===== config.mk =====
export PLATFORM = sky130hd
export DESIGN_NAME = gehist_cfg
export DESIGN_NICKNAME = d
export VERILOG_FILES = /design/src/rtl/gehist_pkg.sv /design/src/rtl/gehist_cfg.sv
export SDC_FILE = /design/constraint.sdc
export NUM_CORES = 1
export LEC_CHECK = 0
export BUFFER_PORTS_ARGS = -buffer_cell sky130_fd_sc_hd__buf_2
export CORE_UTILIZATION = 46
export DETAILED_ROUTE_END_ITERATION = 12
export GPL_ROUTABILITY_DRIVEN = 0
export PLACE_DENSITY = 0.65
export SLEW_MARGIN = 5
export SYNTH_ARGS = -nofsm -noshare
export SYNTH_HDL_FRONTEND = slang
export SYNTH_SLANG_ARGS = --single-unit

===== constraint.sdc =====
create_clock -name i_clk -period 3.3 [get_ports i_clk]
set_input_delay 0.495 -clock i_clk [delete_from_list [all_inputs] [get_ports i_clk]]
set_output_delay 0.495 -clock i_clk [all_outputs]
set_load 0.01 [all_outputs]

===== src/rtl/gehist_pkg.sv =====
// ----------------------------------------------------------------------------
// Gated energy histogram package
// Field widths, register indexes, request/response payloads and the
// controller state type shared by the histogram modules.
// ----------------------------------------------------------------------------
package gehist_pkg;

    localparam int NUM_BINS_DEF   = 4096;
    localparam int COUNT_BITS_DEF = 32;

    localparam int ENERGY_W    = 16;
    localparam int SLICE_W     = 16;
    localparam int PROJ_W      = 8;
    localparam int SEL_W       = 12;
    localparam int OUT_COUNT_W = 32;
    localparam int CFG_DATA_W  = 16;
    localparam int CFG_IDX_W   = 2;

    localparam logic REQ_EVENT = 1'b0;
    localparam logic REQ_READ  = 1'b1;

    typedef enum logic [CFG_IDX_W-1:0] {
        CFG_PROJ_LOW   = 2'd0,
        CFG_PROJ_HIGH  = 2'd1,
        CFG_SLICE_LOW  = 2'd2,
        CFG_SLICE_HIGH = 2'd3
    } t_cfg_idx;

    typedef enum logic [1:0] {
        S_CLEAR,
        S_IDLE,
        S_UPDATE
    } t_state;

    typedef struct packed {
        logic                req_type;
        logic [ENERGY_W-1:0] event_energy;
        logic [SLICE_W-1:0]  slice_number;
        logic [PROJ_W-1:0]   projection_number;
        logic [SEL_W-1:0]    bin_select;
    } t_req;

    typedef struct packed {
        logic                   accepted;
        logic [OUT_COUNT_W-1:0] bin_count;
        logic [ENERGY_W-1:0]    max_energy;
        logic                   data_error;
    } t_rsp;

endpackage


===== src/rtl/gehist_cfg.sv =====
// ----------------------------------------------------------------------------
// Gated energy histogram window registers
// Holds the projection and slice windows and checks an event against them.
// ----------------------------------------------------------------------------
module gehist_cfg (
    input  logic                            i_clk,
    input  logic                            i_rst_n,
    input  logic                            i_cfg_we,
    input  logic [gehist_pkg::CFG_IDX_W-1:0]  i_cfg_idx,
    input  logic [gehist_pkg::CFG_DATA_W-1:0] i_cfg_data,
    input  logic [gehist_pkg::SLICE_W-1:0]    i_slice,
    input  logic [gehist_pkg::PROJ_W-1:0]     i_proj,
    output logic                            o_hit
);
    import gehist_pkg::*;

    logic [PROJ_W-1:0]  r_proj_low;
    logic [PROJ_W-1:0]  r_proj_high;
    logic [SLICE_W-1:0] r_slice_low;
    logic [SLICE_W-1:0] r_slice_high;

    always_ff @(posedge i_clk) begin
        if (!i_rst_n) begin
            r_proj_low   <= '0;
            r_proj_high  <= '0;
            r_slice_low  <= SLICE_W'(64);
            r_slice_high <= SLICE_W'(64);
        end else if (i_cfg_we) begin
            unique case (t_cfg_idx'(i_cfg_idx))
                CFG_PROJ_LOW:   r_proj_low   <= i_cfg_data[PROJ_W-1:0];
                CFG_PROJ_HIGH:  r_proj_high  <= i_cfg_data[PROJ_W-1:0];
                CFG_SLICE_LOW:  r_slice_low  <= i_cfg_data[SLICE_W-1:0];
                CFG_SLICE_HIGH: r_slice_high <= i_cfg_data[SLICE_W-1:0];
            endcase
        end
    end

    // An empty window (low above high) rejects everything on its own.
    assign o_hit = (i_proj >= r_proj_low) && (i_proj <= r_proj_high) &&
                   (i_slice >= r_slice_low) && (i_slice <= r_slice_high);

endmodule


==> results of run 1 <==
logic make-up after synthesis:
| logic type | Yosys count | share of synthesized area (%) |
|---|---|---|
| compound gates | 77 | 17.3 |
| fa+ha+maj | 48 | 20.2 |
| mux | 9 | 3.02 |
| buf+inv | 59 | 8.02 |
| simple gates | 121 | 19.2 |
| flops | 48 | 32.3 |
worst min path at each step:
stage / startpoint / end / slack [ns] / cells after the start
6_report: i_cfg_data[10] / r_slice_high[10]$_SDFFE_PN0P_ / 0.43 / 3
2_1_floorplan: r_slice_high[10]$_SDFFE_PN0P_ / r_slice_high[10]$_SDFFE_PN0P_ / 0.44 / 2
5_1_grt: i_cfg_data[10] / r_slice_low[10]$_SDFFE_PN0P_ / 0.42 / 3
3_5_place_dp: r_slice_high[8]$_SDFFE_PN0P_ / r_slice_high[8]$_SDFFE_PN0P_ / 0.45 / 2
3_3_place_gp: r_slice_high[11]$_SDFFE_PN0P_ / r_slice_high[11]$_SDFFE_PN0P_ / 0.44 / 2
4_1_cts: i_cfg_data[11] / r_slice_high[11]$_SDFFE_PN0P_ / 0.43 / 3
through the flow:
stage | worst slack, ns | instances | utilization (%)
floorplan | 1.10 | 362 | -
global placement | 0.675 | 469 | 53.0
detailed placement | 0.690 | 469 | 53.0
CTS | 0.685 | 477 | 54.5
global route | 0.565 | 477 | 54.5
finish | 0.707 | 477 | 54.5
worst max-delay path: stages, from the launching register on:
cell      delay, ns
dfxtp_1        0.35
inv_1          0.07
ha_1           0.30
nand4_1        0.12
nand2b_1       0.18
a211o_1        0.27
o211ai_1       0.09
o31a_1         0.21
nor4_2         0.06
buf_2          0.15
cell type report:
type	count	area [µm²]	share of cell area (%)
repair buffers	45	225	6.77
clock inverters	2	10.0	0.301
clock buffers	6	82.6	2.48
well taps	75	93.8	2.82
multi-input cells	255	1780	53.5
inverters	46	173	5.19
flip-flops and latches	48	961	28.9
flip-flops by register name, indices dropped and copies added, names as in the netlist:
| signal | cells |
|---|---|
| r_slice_high | 16 |
| r_proj_low | 8 |
| r_proj_high | 8 |
| r_slice_low | 16 |
placed cells by master, fill, tap and decap left out, types with 2 or more instances in the layout:
cell	count
nand4_1	7
o21a_1	2
clkinv_2	2
nand3_1	2
dfxtp_1	48
nor3_1	2
a21boi_0	20
buf_2	45
nand2b_1	4
nor2_1	11
a21boi_1	10
ha_1	48
a211oi_1	3
o21ai_0	7
a21oi_1	21
nor2b_1	20
clkbuf_8	6
nand2_1	67
o211ai_1	4
a21o_1	2
inv_1	46
mux2i_1	9
report_power, final:
group | internal, W | switching, W | total (W) | leakage (nW)
combinational | 0.0000948 | 0.000114 | 0.000209 | 0.929
sequential | 0.000599 | 0.00000865 | 0.000607 | 0.390
clock | 0.000168 | 0.000203 | 0.000370 | 0.0510
metal layers:
layer	vias to the layer above	part of all wire, %	track usage [%]
li1	1294	-	-
met3	6	3.9	4.51
met5	-	0	0
met1	1082	52	28.4
met4	0	1.2	5.44
met2	37	43	31.0
==> impl_metrics.toml, run 1 <==
[sta]
setup_tns_ns = 0
rsz0062_at_grt = "no"
finClkSkew_ns = 0
setup_viol = 0
slew_headroom_pct = 42.3
max_freq_ghz = 0.386
tightest_slew_ns = 0.861
finalCritPeriodShare_pct = 78.6
hold_violations = 0
whs_ns = 0.431
layout_min_cycle_time_ns = 2.59
slew_viol_final = 0

[die]
placement_rows = 28
die_w_um = 82.5
chipHeight_um = 82.5
num_io_pins = 46
core-area_mm2 = 0.00610
initial_core_util_pct = 48.9
dieArea_mm2 = 0.00680

[critical_path]
crit_path_end_kind = "output pin"
reg2reg_depth = 4
reg2reg_to = "r_proj_low[1]$_SDFFE_PN0P_"
r2r_start = "r_proj_low[1]$_SDFFE_PN0P_"
path_class = "reg -> out"
rrSetupSlack_ns = 2.59
cp_data_arrival_time_ns = 2.10
crit_end = "o_hit"
start_kind = "register"
crit_path_max_fanout = 2
required_ns = 2.80
crit_start = "r_slice_high[13]$_SDFFE_PN0P_"

[final_layout]
fin_area_mm2 = 0.00332
n_antenna_cell = 0
syn2layout_area_growth_pct = 11.6
drive_gt1_share_pct = 14.2
nFillCells = 605
nets = 494

[yosys]
syn-num-nets = 455
syn_inst = 362
synth_seq_cells = 48
synth_edf_count = 0
ys_async_sr_fraction_pct = 0
synth_common_cells = "nand2_1, dfxtp_1, ha_1"
yosysMostFrequentCell = "nand2_1"
yosys_warnings = 0
ys.flop_type = "dfxtp_1"
syn-cell-area_mm2 = 0.00298
postSynthAreaPerCell_um2 = 8.23
yosys.area.top_type = "dfxtp_1"
synth_top_area_share_pct = 32.3
synth.area.top_cells = "dfxtp_1, ha_1, nand2_1"
synth_cell_types = 38
seq_area_frac_synth_pct = 32.3

[global_route]
grt_pass1_wl_um = 10100
grt.total_usage_pct = 20.2
gr-total-overflow = 0
antenna_found_initial = 0
grt_max_degree = 49
grt_pass1_vias = 2186

[drt]
drt_wl_total_um = 6330
via_count = 2419
drt_pass1_iterations = 4
drc = 0
postRouteAntennaNets = 0
vias_per_cell = 5.07
drtIter0Drc = 85
detail_route.wl_per_cell_um = 13.3

[power]
p_leak_nw = 1.37
power_density_mw_per_mm2 = 357
total_power_w = 0.00119
vdd_ir_drop_max_v = 0.000258

[placement]
placedInstanceArea_mm2 = 0.00323
portBuffers = 45
dp_hpwl_um = 4820

[clocking]
clk_pin_slew_worst_paths_ns = 0.09
post_cts_buffers = 0
cts_tree = "done"
cts_root_buf = "clkbuf_8"
cts_hold_buffers = 0
cts_resized = 0
ctsHtreeMaxLevel = 2
clock_latency_ns = 0.30
cts.sinks = 48
ctsLongestPathBuffers = 2
cts_inserted_buffers = 5

[flow_run]
drv_cap = 0

[worst_hold_path]
hp-class = "in -> reg"

[run_status]
outcome = "complete, no violations"
No activity file was read; power rests on OpenSTA's default activity.
==> run 2, diff against run 1 <==
--- a/config.mk
+++ b/config.mk
@@ -9,7 +9,7 @@
 export CORE_UTILIZATION = 46
 export DETAILED_ROUTE_END_ITERATION = 12
 export GPL_ROUTABILITY_DRIVEN = 0
-export PLACE_DENSITY = 0.65
+export PLACE_DENSITY = 0.67
 export SLEW_MARGIN = 5
 export SYNTH_ARGS = -nofsm -noshare
 export SYNTH_HDL_FRONTEND = slang
==> constraint.sdc (replaced) <==
create_clock -name i_clk -period 2.3 [get_ports i_clk]
set_input_delay 0.345 -clock i_clk [delete_from_list [all_inputs] [get_ports i_clk]]
set_output_delay 0.345 -clock i_clk [all_outputs]
set_load 0.01 [all_outputs]
==> run 2 against run 1 <==
- the flow now finishes with violations (negative setup slack)
- final cell count is 1.3% higher
- non-clock buffer count is 6 higher
- setup slack worse by 0.85 ns
- critical path depth is 2 lower
- largest cell class unchanged
- flip-flop and latch count stayed put
- clock skew stayed put
- register-to-register slack worse by 0.99 ns
- clock power is 65% higher
- first-iteration DRC count is 25% lower
==> impl_metrics.toml, run 2 (synthesis results as in run 1) <==
[clocking]
clk_pin_slew_worst_paths_ns = 0.09
clock_latency_ns = 0.29
cts_inserted_buffers = 5
cts_root_buf = "clkbuf_8"
cts_hold_buffers = 0
cts.sinks = 48
ctsHtreeMaxLevel = 2
cts_tree = "done"
ctsLongestPathBuffers = 2

[sta]
whs_ns = 0.277
setup_ws_ns = -0.147
setup_viol = 1
rsz0062_at_grt = "yes"
slew_viol_final = 0
tightest_slew_ns = 0.723
max_freq_ghz = 0.409
slew_headroom_pct = 51.8
hold_violations = 0
finClkSkew_ns = 0
layout_min_cycle_time_ns = 2.45
finalCritPeriodShare_pct = 106

[die]
die_w_um = 82.5
chipHeight_um = 82.5
dieArea_mm2 = 0.00680
core-area_mm2 = 0.00610
initial_core_util_pct = 48.9
num_io_pins = 46
placement_rows = 28

[critical_path]
crit_path_end_kind = "output pin"
required_ns = 1.96
start_kind = "register"
r2r_start = "r_slice_high[1]$_SDFFE_PN0P_"
crit_path_max_fanout = 3
crit_start = "r_slice_low[14]$_SDFFE_PN0P_"
reg2reg_depth = 3
path_class = "reg -> out"
cp_data_arrival_time_ns = 2.10

[power]
p_leak_nw = 1.44
p_switching_w = 0.000488
comb_power_share_pct = 19.2
total_power_w = 0.00184
power_density_mw_per_mm2 = 509
power.share.clock_pct = 33.2
vdd_ir_drop_max_v = 0.000314
p_seq_share_pct = 47.5
p_sw_share_pct = 26.5
intPower_w = 0.00135

[drt]
drc = 0
drt_pass1_iterations = 4
drtIter0Drc = 64
drt_wl_total_um = 6750
via_count = 2470
detail_route.wl_per_cell_um = 14.0
postRouteAntennaNets = 0
vias_per_cell = 5.11

[global_route]
grt_max_degree = 49
grt_pass1_wl_um = 10400
grt.total_usage_pct = 20.6
gr-total-overflow = 0
grt_pass1_vias = 2281
antenna_found_initial = 0

[flow_run]
drv_cap = 0

[run_status]
outcome = "complete, but fails checks"
violations = "negative setup slack"

[worst_hold_path]
whs_path_depth = 3
hp-class = "in -> reg"
hp-start = "i_cfg_data[10]"

[placement]
portBuffers = 45
post-place-ws_ns = -0.0127
dp_hpwl_um = 4800

[final_layout]
biggestRegsByFlops = "r_slice_high (16), r_slice_low (16)"
layout_commonest_cell = "nand2_1"
nets = 500
n_antenna_cell = 0
nFillCells = 557
syn2layout_area_growth_pct = 21.4
final_cell_mix = "nand2_1, buf_2, inv_1"
drive_gt1_share_pct = 27.7
## run 2: cell count changes in the layout (fill, tap and decap cells not counted), sizes merged
cell,previous run,this run
buf,45,51
bufinv,0,1
clkinv,2,1
## run 2: worst max-delay path, stage by stage, from the launching register on
cell and delay (ns):
dfxtp_2 0.35, inv_2 0.05, ha_4 0.25, nand4_1 0.17, nor4_1 0.31, a31oi_1 0.17
nor4_2 0.33, buf_2 0.18
## run 2: routing by layer
layer  up-vias  global-route usage (%)  wire [µm]
met1      1123                    27.6       3190
met3         9                    3.52        224
li1       1299                       -          -
met2        39                    33.4       3270
met5         -                       0          0
met4         0                    6.49         69
## run 2: power groups by stage
stage / combinational, W / sequential (W) / clock, W
3_3_place_gp: 0.000298 / 0.000889 / 0
6_report: 0.000354 / 0.000875 / 0.000611
2_1_floorplan: 0.000197 / 0.000887 / 0
5_1_grt: 0.000401 / 0.000879 / 0.000673
4_1_cts: 0.000322 / 0.000873 / 0.000626
3_5_place_dp: 0.000305 / 0.000891 / 0
## run 2: cell type report
class	instances	area [µm²]	area share, %
clock inverters	2	35.0	0.969
repair buffers	51	270	7.47
flip-flops and latches	48	986	27.3
inverters	46	173	4.78
clock buffers	6	72.6	2.01
well taps	75	93.8	2.60
multi-input cells	255	1990	54.9
## run 2: repair_timing
action                                  4_1_cts  5_1_grt
endpoints found under the setup margin        1        1
pin swaps                                     8        9
buffers inserted                              0        3
gates resized for setup                      23       31
## run 2: worst paths after layout
kind / endpoint / slack [ns]
setup reg to reg: r_slice_high[1]$_SDFFE_PN0P_ / 1.60
hold / removal: r_slice_low[10]$_SDFFE_PN0P_ / 0.28
hold reg to reg: r_slice_high[8]$_SDFFE_PN0P_ / 0.46
setup / recovery: o_hit / -0.15
## run 2: per-stage QoR
step / TNS [ns] / instance area, µm² / utilization, % / instances
3_5_place_dp: -0.0127 / 3250 / 53.4 / 472
6_report: -0.147 / 3620 / 59.3 / 483
4_1_cts: -0.0838 / 3440 / 56.5 / 480
3_3_place_gp: -0.0405 / 3250 / 53.4 / 472
2_1_floorplan: 0 / 2980 / - / 362
5_1_grt: -0.264 / 3620 / 59.3 / 483
